[src/design/fqd_pkg.sv]
// Shared constants, types and ring arithmetic for the FIFO queue with delete.
`timescale 1ns / 1ps

package fqd_pkg;

   localparam int DEPTH  = 16;
   localparam int ADDR_W = (DEPTH > 1) ? $clog2(DEPTH) : 1;
   localparam int CNT_W  = $clog2(DEPTH + 1);
   localparam int DATA_W = 32;
   localparam int LEN_W  = 5;
   localparam int CMD_W  = 2;
   localparam int STAT_W = 2;

   typedef enum logic [CMD_W-1:0] {
      CMD_ENQ = 2'd0,
      CMD_DEQ = 2'd1,
      CMD_DEL = 2'd2
   } cmd_type;

   typedef enum logic [STAT_W-1:0] {
      STAT_OK        = 2'd0,
      STAT_FULL      = 2'd1,
      STAT_EMPTY     = 2'd2,
      STAT_NOT_FOUND = 2'd3
   } status_type;

   // one port of the entry memory: one write and one read address per cycle
   typedef struct packed {
      logic              wr_en;
      logic [ADDR_W-1:0] wr_addr;
      logic [DATA_W-1:0] wr_data;
      logic              rd_en;
      logic [ADDR_W-1:0] rd_addr;
   } mem_req_type;

   // finished result handed from the sequencer to the output register
   typedef struct packed {
      logic [STAT_W-1:0] status;
      logic [DATA_W-1:0] data;
      logic [LEN_W-1:0]  length;
   } result_type;

   // ring position of the entry that lies off places after the head
   function automatic logic [ADDR_W-1:0] ring_pos(input logic [ADDR_W-1:0] head,
                                                  input logic [CNT_W-1:0]  off);
      logic [CNT_W:0] sum;
      sum = (CNT_W+1)'(head) + (CNT_W+1)'(off);
      if (sum >= (CNT_W+1)'(DEPTH)) begin
         sum = sum - (CNT_W+1)'(DEPTH);
      end
      return sum[ADDR_W-1:0];
   endfunction

endpackage

[src/design/fqd_ram.sv]
// Entry storage: single write port, single registered read port.
`timescale 1ns / 1ps

module fqd_ram (
   input  logic                       clock,
   input  fqd_pkg::mem_req_type       mem_req,
   output logic [fqd_pkg::DATA_W-1:0] rd_data
);

   logic [fqd_pkg::DATA_W-1:0] mem_ff [fqd_pkg::DEPTH];
   logic [fqd_pkg::DATA_W-1:0] rd_data_ff;

   always_ff @(posedge clock) begin
      if (mem_req.wr_en) begin
         mem_ff[mem_req.wr_addr] <= mem_req.wr_data;
      end
   end

   always_ff @(posedge clock) begin
      if (mem_req.rd_en) begin
         rd_data_ff <= mem_ff[mem_req.rd_addr];
      end
   end

   assign rd_data = rd_data_ff;

endmodule

[src/design/fqd_ctrl.sv]
// Command sequencer: head/count registers, shared ring adder and compare unit.
`timescale 1ns / 1ps

module fqd_ctrl (
   input  logic                        clock,
   input  logic                        reset,
   input  logic                        start,
   input  logic [fqd_pkg::CMD_W-1:0]   cmd,
   input  logic [fqd_pkg::DATA_W-1:0]  value,
   input  logic                        take,
   output logic                        ready,
   output logic                        done,
   output fqd_pkg::result_type         result,
   output fqd_pkg::mem_req_type        mem_req,
   input  logic [fqd_pkg::DATA_W-1:0]  rd_data
);

   typedef enum logic [5:0] {
      S_IDLE    = 6'b000001,
      S_FETCH   = 6'b000010,
      S_MATCH   = 6'b000100,
      S_MOVE_RD = 6'b001000,
      S_MOVE_WR = 6'b010000,
      S_DONE    = 6'b100000
   } state_type;

   state_type                      state_ff, state_in;
   logic [fqd_pkg::ADDR_W-1:0]     head_ff, head_in;
   logic [fqd_pkg::CNT_W-1:0]      count_ff, count_in;
   logic [fqd_pkg::CNT_W-1:0]      idx_ff, idx_in;
   logic [fqd_pkg::CMD_W-1:0]      cmd_ff, cmd_in;
   logic [fqd_pkg::DATA_W-1:0]     key_ff, key_in;
   logic [fqd_pkg::STAT_W-1:0]     status_ff, status_in;
   logic [fqd_pkg::DATA_W-1:0]     data_ff, data_in;

   logic [fqd_pkg::CNT_W-1:0]      idx_next;
   logic [fqd_pkg::CNT_W-1:0]      offset;
   logic [fqd_pkg::ADDR_W-1:0]     addr;
   logic                           hit;
   logic                           full;
   logic                           empty;

   assign idx_next = idx_ff + fqd_pkg::CNT_W'(1);
   assign full     = (count_ff == fqd_pkg::CNT_W'(fqd_pkg::DEPTH));
   assign empty    = (count_ff == '0);

   // shared ring adder: tail on enqueue, next entry while moving, else scan index
   always_comb begin
      priority case (1'b1)
         state_ff == S_IDLE:    offset = count_ff;
         state_ff == S_MOVE_RD: offset = idx_next;
         default:               offset = idx_ff;
      endcase
   end
   assign addr = fqd_pkg::ring_pos(head_ff, offset);

   // shared compare unit
   assign hit = (rd_data == key_ff);

   always_comb begin
      state_in  = state_ff;
      head_in   = head_ff;
      count_in  = count_ff;
      idx_in    = idx_ff;
      cmd_in    = cmd_ff;
      key_in    = key_ff;
      status_in = status_ff;
      data_in   = data_ff;
      mem_req   = '0;
      mem_req.wr_addr = addr;
      mem_req.rd_addr = addr;
      mem_req.wr_data = (state_ff == S_IDLE) ? value : rd_data;

      unique case (state_ff)
         S_IDLE: begin
            if (start) begin
               cmd_in    = cmd;
               key_in    = value;
               idx_in    = '0;
               data_in   = '0;
               status_in = fqd_pkg::STAT_OK;
               state_in  = S_DONE;
               unique case (cmd)
                  fqd_pkg::CMD_ENQ: begin
                     if (full) begin
                        status_in = fqd_pkg::STAT_FULL;
                     end else begin
                        mem_req.wr_en = 1'b1;
                        count_in      = count_ff + fqd_pkg::CNT_W'(1);
                     end
                  end
                  fqd_pkg::CMD_DEQ: begin
                     if (empty) status_in = fqd_pkg::STAT_EMPTY;
                     else       state_in  = S_FETCH;
                  end
                  fqd_pkg::CMD_DEL: begin
                     if (empty) status_in = fqd_pkg::STAT_NOT_FOUND;
                     else       state_in  = S_FETCH;
                  end
                  default: ;  // unused code: no change, status ok
               endcase
            end
         end
         S_FETCH: begin
            mem_req.rd_en = 1'b1;
            state_in      = S_MATCH;
         end
         S_MATCH: begin
            if (cmd_ff == fqd_pkg::CMD_DEQ) begin
               data_in  = rd_data;
               head_in  = fqd_pkg::ring_pos(head_ff, fqd_pkg::CNT_W'(1));
               count_in = count_ff - fqd_pkg::CNT_W'(1);
               state_in = S_DONE;
            end else if (hit) begin
               state_in = S_MOVE_RD;
            end else if (idx_next == count_ff) begin
               status_in = fqd_pkg::STAT_NOT_FOUND;
               state_in  = S_DONE;
            end else begin
               idx_in   = idx_next;
               state_in = S_FETCH;
            end
         end
         S_MOVE_RD: begin
            // pull the entry behind the gap, or finish once the gap is at the tail
            if (idx_next < count_ff) begin
               mem_req.rd_en = 1'b1;
               state_in      = S_MOVE_WR;
            end else begin
               count_in = count_ff - fqd_pkg::CNT_W'(1);
               state_in = S_DONE;
            end
         end
         S_MOVE_WR: begin
            mem_req.wr_en = 1'b1;
            idx_in        = idx_next;
            state_in      = S_MOVE_RD;
         end
         S_DONE: begin
            if (take) state_in = S_IDLE;
         end
         default: state_in = S_IDLE;
      endcase
   end

   always_ff @(posedge clock) begin
      if (reset) begin
         state_ff <= S_IDLE;
         head_ff  <= '0;
         count_ff <= '0;
      end else begin
         state_ff <= state_in;
         head_ff  <= head_in;
         count_ff <= count_in;
      end
   end

   always_ff @(posedge clock) begin
      idx_ff    <= idx_in;
      cmd_ff    <= cmd_in;
      key_ff    <= key_in;
      status_ff <= status_in;
      data_ff   <= data_in;
   end

   assign ready         = (state_ff == S_IDLE);
   assign done          = (state_ff == S_DONE);
   assign result.status = status_ff;
   assign result.data   = data_ff;
   assign result.length = fqd_pkg::LEN_W'(count_ff);

   a_count_bound: assert property (@(posedge clock) disable iff (reset)
      count_ff <= fqd_pkg::CNT_W'(fqd_pkg::DEPTH))
      else $error("entry count above depth");

   a_write_state: assert property (@(posedge clock) disable iff (reset)
      mem_req.wr_en |-> (state_ff == S_IDLE || state_ff == S_MOVE_WR))
      else $error("memory write outside enqueue or move");

   a_move_in_range: assert property (@(posedge clock) disable iff (reset)
      (state_ff == S_MOVE_RD || state_ff == S_MOVE_WR) |-> idx_ff < count_ff)
      else $error("move index past the tail");

   a_enq_count: assert property (@(posedge clock) disable iff (reset)
      (start && ready && cmd == fqd_pkg::CMD_ENQ && !full)
      |=> count_ff == $past(count_ff) + fqd_pkg::CNT_W'(1))
      else $error("enqueue did not grow the count");

   a_hold_in_done: assert property (@(posedge clock) disable iff (reset)
      (done && !take) |=> (done && $stable(count_ff) && $stable(status_ff)))
      else $error("result changed while waiting");

endmodule

[src/design/fifo_queue_with_delete.sv]
// Top level: bounded FIFO of 32-bit handles with enqueue, dequeue and delete by value.
`timescale 1ns / 1ps

// One command word is taken at a time; req_tready is high only while the sequencer
// is idle. Each command returns exactly one rsp word with status, dequeued data
// (zero unless a dequeue succeeds) and the length after the command. Enqueue and
// error cases post the result straight away; dequeue fetches the head entry first.
// Delete fetches and compares each entry from the head until it finds the handle,
// then closes the gap by reading each later entry and writing it one place toward
// the head, and then posts the result; a miss posts once the last entry is compared.
// The entry memory has a registered read, so each entry needs a fetch and a compare,
// or a read and a write, in turn. The rsp side has its own output register, so
// a finished word waiting on rsp_tready does not stop the sequencer from posting
// and going idle once the register is free. No clearing pass after reset: unused
// entries are never read.
module fifo_queue_with_delete (
   input  logic        clock,
   input  logic        reset,
   input  logic        req_tvalid,
   output logic        req_tready,
   input  logic [31:0] req_tdata,   // [31:0] value
   input  logic [1:0]  req_tuser,   // [1:0] cmd
   output logic        rsp_tvalid,
   input  logic        rsp_tready,
   output logic [39:0] rsp_tdata,   // [31:0] data_out, [36:32] length, [39:37] zero
   output logic [1:0]  rsp_tuser    // [1:0] status
);

   fqd_pkg::mem_req_type        mem_req;
   fqd_pkg::result_type         result;
   logic [fqd_pkg::DATA_W-1:0]  rd_data;
   logic                        ctrl_ready;
   logic                        ctrl_done;
   logic                        start;
   logic                        take;

   // output register
   logic                        rsp_valid_ff, rsp_valid_in;
   fqd_pkg::result_type         rsp_word_ff, rsp_word_in;

   assign req_tready = ctrl_ready;
   assign start      = req_tvalid & req_tready;

   // result moves into the output register once it is empty or being drained
   assign take = ctrl_done & (~rsp_valid_ff | rsp_tready);

   fqd_ctrl u_ctrl (
      .clock   (clock),
      .reset   (reset),
      .start   (start),
      .cmd     (req_tuser),
      .value   (req_tdata),
      .take    (take),
      .ready   (ctrl_ready),
      .done    (ctrl_done),
      .result  (result),
      .mem_req (mem_req),
      .rd_data (rd_data)
   );

   fqd_ram u_ram (
      .clock   (clock),
      .mem_req (mem_req),
      .rd_data (rd_data)
   );

   always_comb begin
      rsp_valid_in = rsp_valid_ff;
      rsp_word_in  = rsp_word_ff;
      if (rsp_valid_ff && rsp_tready) begin
         rsp_valid_in = 1'b0;
      end
      if (take) begin
         rsp_valid_in = 1'b1;
         rsp_word_in  = result;
      end
   end

   always_ff @(posedge clock) begin
      if (reset) begin
         rsp_valid_ff <= 1'b0;
      end else begin
         rsp_valid_ff <= rsp_valid_in;
      end
   end

   always_ff @(posedge clock) begin
      rsp_word_ff <= rsp_word_in;
   end

   assign rsp_tvalid = rsp_valid_ff;
   assign rsp_tuser  = rsp_word_ff.status;
   assign rsp_tdata  = {3'b000, rsp_word_ff.length, rsp_word_ff.data};

endmodule
[config.mk]
export PLATFORM = sky130hd
export DESIGN_NAME = fifo_queue_with_delete
export DESIGN_NICKNAME = d
export VERILOG_FILES = /design/src/design/fqd_pkg.sv /design/src/design/fqd_ram.sv /design/src/design/fqd_ctrl.sv /design/src/design/fifo_queue_with_delete.sv
export SDC_FILE = /design/constraint.sdc
export NUM_CORES = 1
export LEC_CHECK = 0
export ABC_AREA = 0
export BUFFER_PORTS_ARGS = -buffer_cell sky130_fd_sc_hd__buf_4
export CORE_UTILIZATION = 37
export DETAILED_ROUTE_END_ITERATION = 6
export PLACE_DENSITY = 0.58
export REMOVE_ABC_BUFFERS = 1
export SLEW_MARGIN = 20
export SYNTH_ARGS = -nofsm -noshare
export SYNTH_HDL_FRONTEND = slang
export SYNTH_SLANG_ARGS = --single-unit
[constraint.sdc]
create_clock -name clock -period 14.75 [get_ports clock]
set_clock_uncertainty 0.05 [all_clocks]
set_input_delay 0.7375 -clock clock [delete_from_list [all_inputs] [get_ports clock]]
set_output_delay 0.7375 -clock clock [all_outputs]
set_load 0.01 [all_outputs]
After elaboration in Yosys (flattened, before gate mapping)
Memory sizes are Yosys's and may differ from the RTL's. A register that Yosys moved wholly into a read port is not among the register bits.
Index checks and enable logic that the tools add are counted.
{"block": "op_classes", "add_sub_neg": 7, "magnitude_cmp": 3, "n_eq_ne": 22, "mux": 47, "n_bitwise": 4, "n_reduce_logical": 15}
{"op": "$mux 32", "count": 3}
{"op": "$pmux 32 s2", "count": 1}
{"op": "$mux 5", "count": 11}
{"op": "$mux 6", "count": 8}
{"op": "$pmux 6 s6", "count": 1}
{"op": "$eq 32x32->1", "count": 1}
{"op": "$pmux 5 s3", "count": 2}
{"op": "$mux 2", "count": 6}
{"op": "$add 5x1->5 const B", "count": 2}
{"op": "$ne 2x1->1 const B", "count": 5}
{"op": "$ne 2x2->1 const B", "count": 5}
{"op": "$reduce_and 5->1", "count": 2}
{"op": "$mux 1", "count": 9}
{"op": "$mux 4", "count": 2}
{"op": "$sub 4x1->4 const B", "count": 2}
{"op": "$add 4x5->6", "count": 1}
{"op": "$eq 6x1->1 const B", "count": 1}
{"op": "$eq 6x2->1 const B", "count": 1}
{"op": "$eq 6x3->1 const B", "count": 1}
{"op": "$eq 6x4->1 const B", "count": 1}
{"op": "$eq 6x5->1 const B", "count": 1}
{"op": "$eq 6x6->1 const B", "count": 1}
{"op": "$ge 6x5->1 const B", "count": 1}
{"op": "$pmux 2 s3", "count": 1}
{"op": "other kinds (22)", "count": 29}
{"block": "totals", "register_bits": 128, "mem_bits_rw": 512, "inputBits": 38, "out_inout_bits": 44, "wordCells": 111, "mem_count": 1}
{"name": "u_ram.mem_ff", "words": 16, "width": 32, "rd": 1, "rd_ports_with_merged_regs": 1, "write_ports": 1, "line": "fqd_ram.sv:10", "rtl": "logic [fqd_pkg::DATA_W-1:0] mem_ff [fqd_pkg::DEPTH];"}

Logic depth before layout (Yosys ltp)
Gate-level depths: netlist of run 1.
{"block": "depth", "ltp_word": 7, "ltp_mapped": 17, "ltp_nobuf": 14}

By module
Synthesis of run 1 repeated with hierarchy kept, for this count alone.
{"block": "unflattened", "cells_unflattened": 1323, "area_unflattened_um2": 26045.0}
{"mod": "fqd_ram", "n_inst": 1, "cells_each": 838, "area_per_inst_um2": 20155.6, "seq_area_each_um2": 16335.7}
{"mod": "fqd_ctrl", "n_inst": 1, "cells_each": 436, "area_per_inst_um2": 4630.7, "seq_area_each_um2": 2492.4}
{"mod": "fifo_queue_with_delete", "n_inst": 1, "cells_each": 49, "area_per_inst_um2": 1258.7, "seq_area_each_um2": 1191.1}

Least setup slack after synthesis of run 1
No wires, ideal clock.
{"block": "synth_path", "path_type": "register to register", "start": "reg u_ctrl.state_ff[5]", "end": "mem u_ram.mem_ff[6][0] (netlist bit) (enable)", "setup_ns": 0.461, "t_arrival_ns": 5.241, "required_ns": 14.239, "path_slack_ns": 8.998, "path_stages_with_launch": 15, "path_buffers": 2, "synth_period_minus_slack_ns": 5.752, "cell_sequence": "dfxtp_1 -> nor4_1 -> and2_1 -> buf_2 -> nand2_1 -> xor2_1 -> o21ai_0 -> ha_1 -> and3_1 -> nor3_1 -> nor2_1 -> xnor2_1 -> clkbuf_1 -> nand2_1 -> nor3_1"}
{"block": "synth_between", "elab_chain_cells": 6, "word_cells_on_any_way": 14, "cone_classes": "2 x add/sub; 1 x order compare; 3 x eq/ne; 7 x mux; 1 x bitwise"}
{"element": "start: declaration", "line": "fqd_ctrl.sv:27", "rtl": "state_type state_ff, state_in;"}
{"element": "start signal: assignment", "line": "fqd_ctrl.sv:152", "rtl": "state_ff <= state_in;"}
{"element": "$eq 6x4->1 or $eq 6x1->1 (tied branches)"}
{"element": "$mux 5 or $and 1x1->1 (tied branches)", "line": "fqd_ctrl.sv:49, fifo_queue_with_delete.sv:42"}
{"element": "$mux 5 or $mux 1 (tied branches)", "line": "fqd_ctrl.sv:49, fqd_ctrl.sv:76"}
{"element": "$add 4x5->6 or $pmux 1 s2 (tied branches)", "line": "fqd_pkg.sv:47, fqd_ctrl.sv:74"}
{"element": "$ge 6x5->1, or another cell as far along", "line": "fqd_pkg.sv:48", "rtl": "if (sum >= (CNT_W+1)'(DEPTH)) begin"}
{"element": "$mux 4 or $mux 1 (tied branches)", "line": "fqd_pkg.sv:48, fqd_ram.sv:15"}
{"element": "end: declaration", "line": "fqd_ram.sv:10"}
Several ways; a longest one is shown, not always the timed one.

Worst setup path in the final report of run 1
{"block": "layout_path", "start": "reg u_ctrl.state_ff[1]", "end": "reg u_ram.rd_data_ff, in the netlist u_ram.rd_data[26] (read register of u_ram.mem_ff) (data pin)"}
{"block": "layout_between", "elab_chain_cells": 6, "word_cells_on_any_way": 10, "cone_classes": "2 x add/sub; 1 x order compare; 3 x eq/ne; 4 x mux"}
{"element": "$eq 6x4->1", "line": "fqd_ctrl.sv:51, fqd_ctrl.sv:74"}
{"element": "$mux 5 (2 in series)", "line": "fqd_ctrl.sv:49", "rtl": "priority case (1'b1)"}
{"element": "$add 4x5->6", "line": "fqd_pkg.sv:47", "rtl": "sum = (CNT_W+1)'(head) + (CNT_W+1)'(off);"}
{"element": "$ge 6x5->1 or $sub 4x1->4 (tied branches)", "line": "fqd_pkg.sv:48, fqd_pkg.sv:49"}
{"element": "$mux 4", "line": "fqd_pkg.sv:48"}
{"element": "end: declaration", "line": "fqd_ram.sv:11", "rtl": "logic [fqd_pkg::DATA_W-1:0] rd_data_ff;"}
Several ways; a longest one is shown, not always the timed one.
A chain may end at the register's enable or synchronous reset.

==> results.tsv, run 1 <==
metric	value	unit
die height	275	microns
post-CTS sizing	0	
GR Layer Usage met1	26.1	%
Rel. slew slack	28.3	%
clock share of power	29.6	%
Yosys reg bits	672	
worst r2r path cells	16	
drt pass-1 iters	7	
post-route antenna net violation count	0	
fill count	6435	
vias in the first global route	15400	
Max Root-Sink Buffers	3	
# DRC	9	
Final GP Congestion	0.796	
antenna violations before repair	1	
fmax	161	MHz
register area share after synthesis	72.7	%
mux cell area share after synthesis	10.8	%
Synth Area in Adders	0.963	%
core area	73300	sq um
Crit-path slowest cell	buf_4	
RSZ-0062 raised after global routing	no	
die width	275	microns
failing checks	DRC	
clk sinks	672	
CP Capture Type	flip-flop	
Async SR Flop Fraction	0	%
detailed placer's ending HPWL	42.1	mm
sequential share of power	40.4	%
Synth Instances	1602	
vias per cell	5.63	
H-tree depth	3	
Worst Path Required	15.08	ns
FP Rows	99	
Avg Inst Size Synth	17.2	sq um
actual slew at the worst max-slew pin	1.08	ns
Simple-Gate Fraction of Synth Area	7.30	%
Worst setup SP type	flip-flop	
VDD IR max	0.107	mV
Post-DP Area	29600	sq um
DR iter-0 viols	1684	
initial core utilization	37.6	%
CP Max Fanout	68	
r2r setup slk	8.54	ns
Mapped Area	27600	sq um
complex-gate fraction of the synthesized area	5.05	%
fraction of layout cells with a size suffix above 1	23.2	%
CTS tree	done	
Final nets	1771	
global-route wire length before repair	104	mm
CTS root buf	clkbuf_16	
Worst EP arrival	6.54	ns
Setup CP Type	reg2reg	
grt total ovfl	0	
Tot GR Track Use	19.2	%
Port Buf Inserts	78	
final cell area excluding filler cells	31900	sq um
pwr/cell area	192	nW/um^2
Worst setup startpoint	u_ctrl.state_ff[1]$_SDFFE_PP0P_	
Worst path max stage delay	0.97	ns
worst r2r dst	u_ram.rd_data[26]$_DFFE_PP_	
io pins	82	
# setup viols final	0	
area delta synth->final	15.9	%
global routing met2 resource utilization	29.9	%
GRT Max-Usage Layer	met2	
EDFF count, synth	656	
TNS Setup	0	ns
worst min path class	in2reg	
WL/cell	26.1	microns
hold violation count in the final report	0	
die area	75600	sq um
worst setup path end	u_ram.rd_data[26]$_DFFE_PP_	
CP cell instances	nor4_2 > nand2_2 > inv_2 > buf_4 > nand2_1 > o21ai_0 > ha_4 > inv_1 > fa_4 > buf_4 > buf_4 > mux4_2 > or4_1 > o21ai_0 > o21ai_0 > o2111a_1	
Final Cycle Share	42.1	%
Max Cap Viol	0	
CTS buffer count	72	
Psw	1950	uW
ANT cells	0	
Slew Viols, Final	0	
Logic pwr share	30.0	%
yosys synthesis warning count	0	
Setup Buffers After CTS	0	
via count	15400	
Total Routed Length	71.3	mm
R2R Path Start	u_ctrl.state_ff[1]$_SDFFE_PP0P_	
Tmin final	6.21	ns
dominant register cell in the synthesized netlist	edfxtp_1	
main combinational cell family by area after synthesis	multiplexers	
xor-xnor portion of the synthesized cell area	1.49	%
pin count of the biggest net entering global routing	69	
worst-skew pair later-pin latency	0.63	ns
Sw Ratio	31.9	%
Leakage	0.0105	uW
GR met3 Demand/Resource	4.91	%
Yosys cell types	67	
outcome	finished with violations	
hold buffers post-CTS	0	
clock-pin slew on the worst setup and hold paths	0.07	ns
Pint	4170	uW
state kept, by name, indices dropped and copies added (netlist names):
name and flops:
u_ctrl.data_ff 32, u_ram.rd_data 32, rsp_tdata 37, u_ctrl.head_ff 4
rsp_tvalid 1, u_ctrl.state_ff 6, u_ctrl.key_ff 32, u_ram.mem_ff 512
u_ctrl.count_ff 5, u_ctrl.idx_ff 5, rsp_tuser 2, u_ctrl.status_ff 2
u_ctrl.cmd_ff 2
layout make-up:
| type | count | area (sq um) | area share [%] |
|---|---|---|---|
| timing repair buffer | 127 | 1040 | 3.26 |
| inverter | 13 | 48.8 | 0.153 |
| multi-input combinational | 827 | 7280 | 22.8 |
| tap | 959 | 1200 | 3.76 |
| clock inverter | 40 | 424 | 1.33 |
| sequential | 672 | 20000 | 62.7 |
| clock buffer | 91 | 1940 | 6.06 |
power groups by stage:
| stage | clock [uW] | combinational (uW) | sequential [uW] |
|---|---|---|---|
| floorplan | 0 | 1350 | 2500 |
| global placement | 0 | 1800 | 2510 |
| detailed placement | 0 | 1840 | 2510 |
| CTS | 1850 | 1850 | 2470 |
| global route | 1920 | 1990 | 2480 |
| finish | 1810 | 1840 | 2470 |
stage by stage:
stage               hold slack, ns  utilization [%]  instances  setup slack, ns  total power (uW)
finish                       0.246             43.6       2729             8.54              6120
global route                 0.223             43.6       2729             8.23              6380
CTS                          0.205             43.5       2729             8.47              6170
detailed placement           0.355             40.3       2598             8.48              4350
global placement             0.358             40.2       2594             8.57              4310
floorplan                    0.350                -       1512             4.70              3850
worst max-delay path, delay by kind of cell (launching register included):
| family | cells | cell delay (ns) |
|---|---|---|
| buffers and inverters | 5 | 2.44 |
| muxes | 1 | 0.45 |
| DFF | 1 | 0.37 |
| and+or+nand+nor | 4 | 1.14 |
| AOI/OAI and AO/OA | 4 | 0.54 |
| adders and majority gates | 2 | 0.98 |
cell usage after synthesis, types with 7 or more instances:
cell type	n	area [sq um]
o221ai_1	17	149
nor2_1	58	218
edfxtp_1	656	19700
a211oi_1	23	173
o21ai_0	39	195
buf_2	22	110
mux4_2	128	2880
and3_1	27	169
nor4_1	9	56.3
and2_1	34	213
nor3_1	52	260
o22ai_1	42	263
nand3_1	16	80.1
xor2_1	41	359
clkbuf_1	55	206
o311a_1	10	100
nor2b_1	7	43.8
ha_1	18	225
a31oi_1	10	62.6
nand2_1	195	732
inv_1	12	45.0
a21oi_1	11	55.1
dfxtp_1	16	320
layout by cell type, fill, tap and decap left out, types with 10 or more instances in the layout:
master       n
a211oi_1    23
nor3_1      47
and2_1      34
inv_1       11
mux4_2     128
dfxtp_1     16
clkinv_2    10
nor2_1      46
buf_4      121
a21oi_1     10
ha_1        17
a31oi_1     10
o22ai_1     42
clkinv_1    13
o21ai_0     39
clkbuf_16   74
nor2_4      12
clkbuf_1    15
nand2_1    192
xor2_1      40
edfxtp_1   656
o221ai_1    17
and3_1      27
nand3_1     16
o311a_1     10
cells by family after synthesis:
kind of cell    Yosys count
compound gates          191
xor+xnor                 47
fa+ha+maj                20
buf+inv                 105
flops                   672
mux                     135
other cells               1
simple gates            431
metal layers:
metal	vias up	wire length [microns]
li1	6607	-
met1	7889	29600
met2	714	32800
met3	157	6540
met4	0	2370
met5	-	0
how the worst min path moves through the flow:
stage                                      start                         end  slack (ns)  cells after the start
2_1_floorplan    u_ctrl.data_ff[0]$_SDFFCE_PN0P_      rsp_tdata[0]$_DFFE_PP_        0.35                      0
3_3_place_gp   u_ctrl.status_ff[0]$_SDFFCE_PP1P_      rsp_tuser[0]$_DFFE_PP_        0.36                      0
4_1_cts                             req_tdata[6]  u_ctrl.key_ff[6]$_DFFE_PP_        0.21                      1
3_5_place_dp    u_ctrl.data_ff[22]$_SDFFCE_PN0P_     rsp_tdata[22]$_DFFE_PP_        0.35                      0
6_report                            req_tdata[6]  u_ctrl.key_ff[6]$_DFFE_PP_        0.25                      1
5_1_grt                             req_tdata[1]  u_ctrl.key_ff[1]$_DFFE_PP_        0.22                      1
No activity file was read; power rests on OpenSTA's default activity.
==> run 2: changes to the inputs <==
clock period = 6.4 ns   (was 14.75 ns; I/O delays follow)
==> run 2 against run 1 <==
  * The run still ends with DRC left
  * First-iteration DRC count fell by 7.1%
  * Non-clock buffer count rose by 40
  * Clock power rose by 140%
  * Register-to-register slack got worse by 7.5 ns
  * Setup slack got worse by 7.5 ns
  * Critical path depth fell by 2
  * Combinational power rose by 130%
  * Sequential power rose by 130%
  * Global-route usage rose by 0.32 points
  * Worst hold slack got worse by 0.036 ns
  * Maximum frequency rose by 15%
  * Total power rose by 130%
  * Critical path type unchanged
  * Largest cell class unchanged
  * Largest power group unchanged
==> results.tsv, run 2 (synthesis results as in run 1) <==
metric	value	unit
detailed placer's ending HPWL	42.9	mm
Slew Viols, Final	0	
R2R Path Start	u_ctrl.state_ff[2]$_SDFFE_PP0P_	
area delta synth->final	17.8	%
vias per cell	5.61	
clock share of power	30.2	%
CTS buffer count	73	
failing checks	DRC	
Worst setup SP type	flip-flop	
die area	75600	sq um
Worst setup startpoint	u_ctrl.state_ff[2]$_SDFFE_PP0P_	
worst r2r path cells	14	
Max Root-Sink Buffers	3	
clock-pin slew on the worst setup and hold paths	0.06	ns
Worst EP arrival	5.69	ns
setup ws final	1.01	ns
Post-DP Area	29600	sq um
Pint	9760	uW
die width	275	microns
Tot GR Track Use	19.5	%
CP Max Fanout	53	
clk sinks	672	
Psw	4500	uW
pin count of the biggest net entering global routing	54	
VDD IR max	0.292	mV
io pins	82	
drt pass-1 iters	7	
final cell area excluding filler cells	32400	sq um
H-tree depth	3	
vias in the first global route	15500	
Logic pwr share	29.9	%
DR iter-0 viols	1565	
Final nets	1812	
CP cell instances	nor4_2 > nand2_2 > inv_2 > nand2_1 > o21ai_0 > ha_4 > inv_1 > fa_4 > buf_4 > mux4_2 > a211oi_1 > a31oi_1 > o22ai_1 > a211oi_2	
Worst Path Required	6.70	ns
pwr/cell area	440	nW/um^2
Final Cycle Share	84.2	%
CTS tree	done	
Post-Place Setup Slack	1.04	ns
# DRC	18	
worst min path class	in2reg	
sequential share of power	39.9	%
outcome	finished with violations	
global-route wire length before repair	106	mm
fraction of layout cells with a size suffix above 1	23.0	%
Max Cap Viol	0	
CTS root buf	clkbuf_16	
Worst path max stage delay	1.43	ns
Post-Route Utilization	44.2	%
grt total ovfl	0	
antenna violations before repair	1	
Setup CP Type	reg2reg	
Port Buf Inserts	78	
CP Capture Type	flip-flop	
fmax	186	MHz
Rel. slew slack	21.7	%
RSZ-0062 raised after global routing	no	
actual slew at the worst max-slew pin	1.17	ns
most flop-heavy register	u_ram.mem_ff	
die height	275	microns
commonest non-fill, non-tap cell in the layout	edfxtp_1	
Hold Startpoint	req_tvalid	
initial core utilization	37.6	%
FP Rows	99	
Sw Ratio	31.6	%
fill count	6363	
Largest register FFs	512	
commonest non-fill, non-tap cells in the layout	edfxtp_1, nand2_1, mux4_2	
# setup viols final	0	
post-route antenna net violation count	0	
sequential cell area	20000	sq um
Total Routed Length	72.8	mm
worst-skew pair later-pin latency	0.63	ns
Crit-path slowest cell	fa_4	
footprint of the multi-input gates	7260	sq um
Leakage	0.0108	uW
Tmin final	5.39	ns
Tot Pwr	14300	uW
via count	15500	
hold violation count in the final report	0	
WL/cell	26.3	microns
Hold Path Cell Cnt	3	
Final GP Congestion	0.813	
core area	73300	sq um
==> run 2: cell types whose count changed in the layout (fill, tap and decap cells not counted), sizes merged <==
cell         previous run  this run
diode                   0         1
dlygate4sd3             0        36
clkbuf                 91        86
clkinvlp                4         1
bufinv                  7        11
inv                    17        14
clkinv                 25        31
buf                   127       131
==> run 2: what timing repair did <==
item,4_1_cts,5_1_grt
buffers inserted,0,0
hold buffers,36,0
endpoints found under the hold margin,47,0
gates resized for setup,0,0
setup endpoints to repair,0,0
==> run 2: path summary, 6_finish.rpt <==
check | endpoint | slack (ns)
worst min register to register | rsp_tdata[24]$_DFFE_PP_ | 0.37
worst min-delay path | u_ctrl.status_ff[1]$_SDFFCE_PP1P_ | 0.21
worst max register to register | u_ram.rd_data[20]$_DFFE_PP_ | 1.01
worst max-delay path | u_ram.rd_data[20]$_DFFE_PP_ | 1.01
==> run 2: worst max-delay path, delay by kind of cell, from the launching register on <==
family          cells  cell delay (ns)
fa+ha+maj           2             1.62
simple gates        3             0.70
mux                 1             0.44
flops               1             0.37
buf+inv             3             1.12
compound gates      5             0.75
==> run 2: layer usage <==
metal,vias to the layer above,track usage (%),share of wire (%)
li1,6688,-,-
met1,8061,27.4,44
met2,649,29.9,46
met3,127,4.15,7.3
met4,0,7.30,3.3
met5,-,0,0
==> run 2: final cells by class <==
type | count | share of cell area, %
diodes | 1 | 0.00771
clock buffers | 86 | 5.88
clock inverters | 44 | 1.66
inverters | 13 | 0.154
multi-input cells | 827 | 22.4
flip-flops and latches | 672 | 61.7
well taps | 959 | 3.70
repair buffers | 167 | 4.53
==> run 2: power groups by stage <==
stage / sequential (uW) / combinational (uW) / clock (uW)
after CTS: 5690 / 4280 / 4390
after global routing: 5710 / 4620 / 4540
after floorplan: 5760 / 3110 / 0
after detailed placement: 5790 / 4250 / 0
after global placement: 5780 / 4180 / 0
final: 5690 / 4260 / 4310
==> run 2: stage by stage <==
step / instances / setup TNS (ns) / hold slack, ns
2_1_floorplan: 1512 / -1318.32 / 0.339
3_3_place_gp: 2602 / 0 / 0.356
3_5_place_dp: 2602 / 0 / 0.355
4_1_cts: 2768 / 0 / 0.161
5_1_grt: 2768 / 0 / 0.221
6_report: 2769 / 0 / 0.210
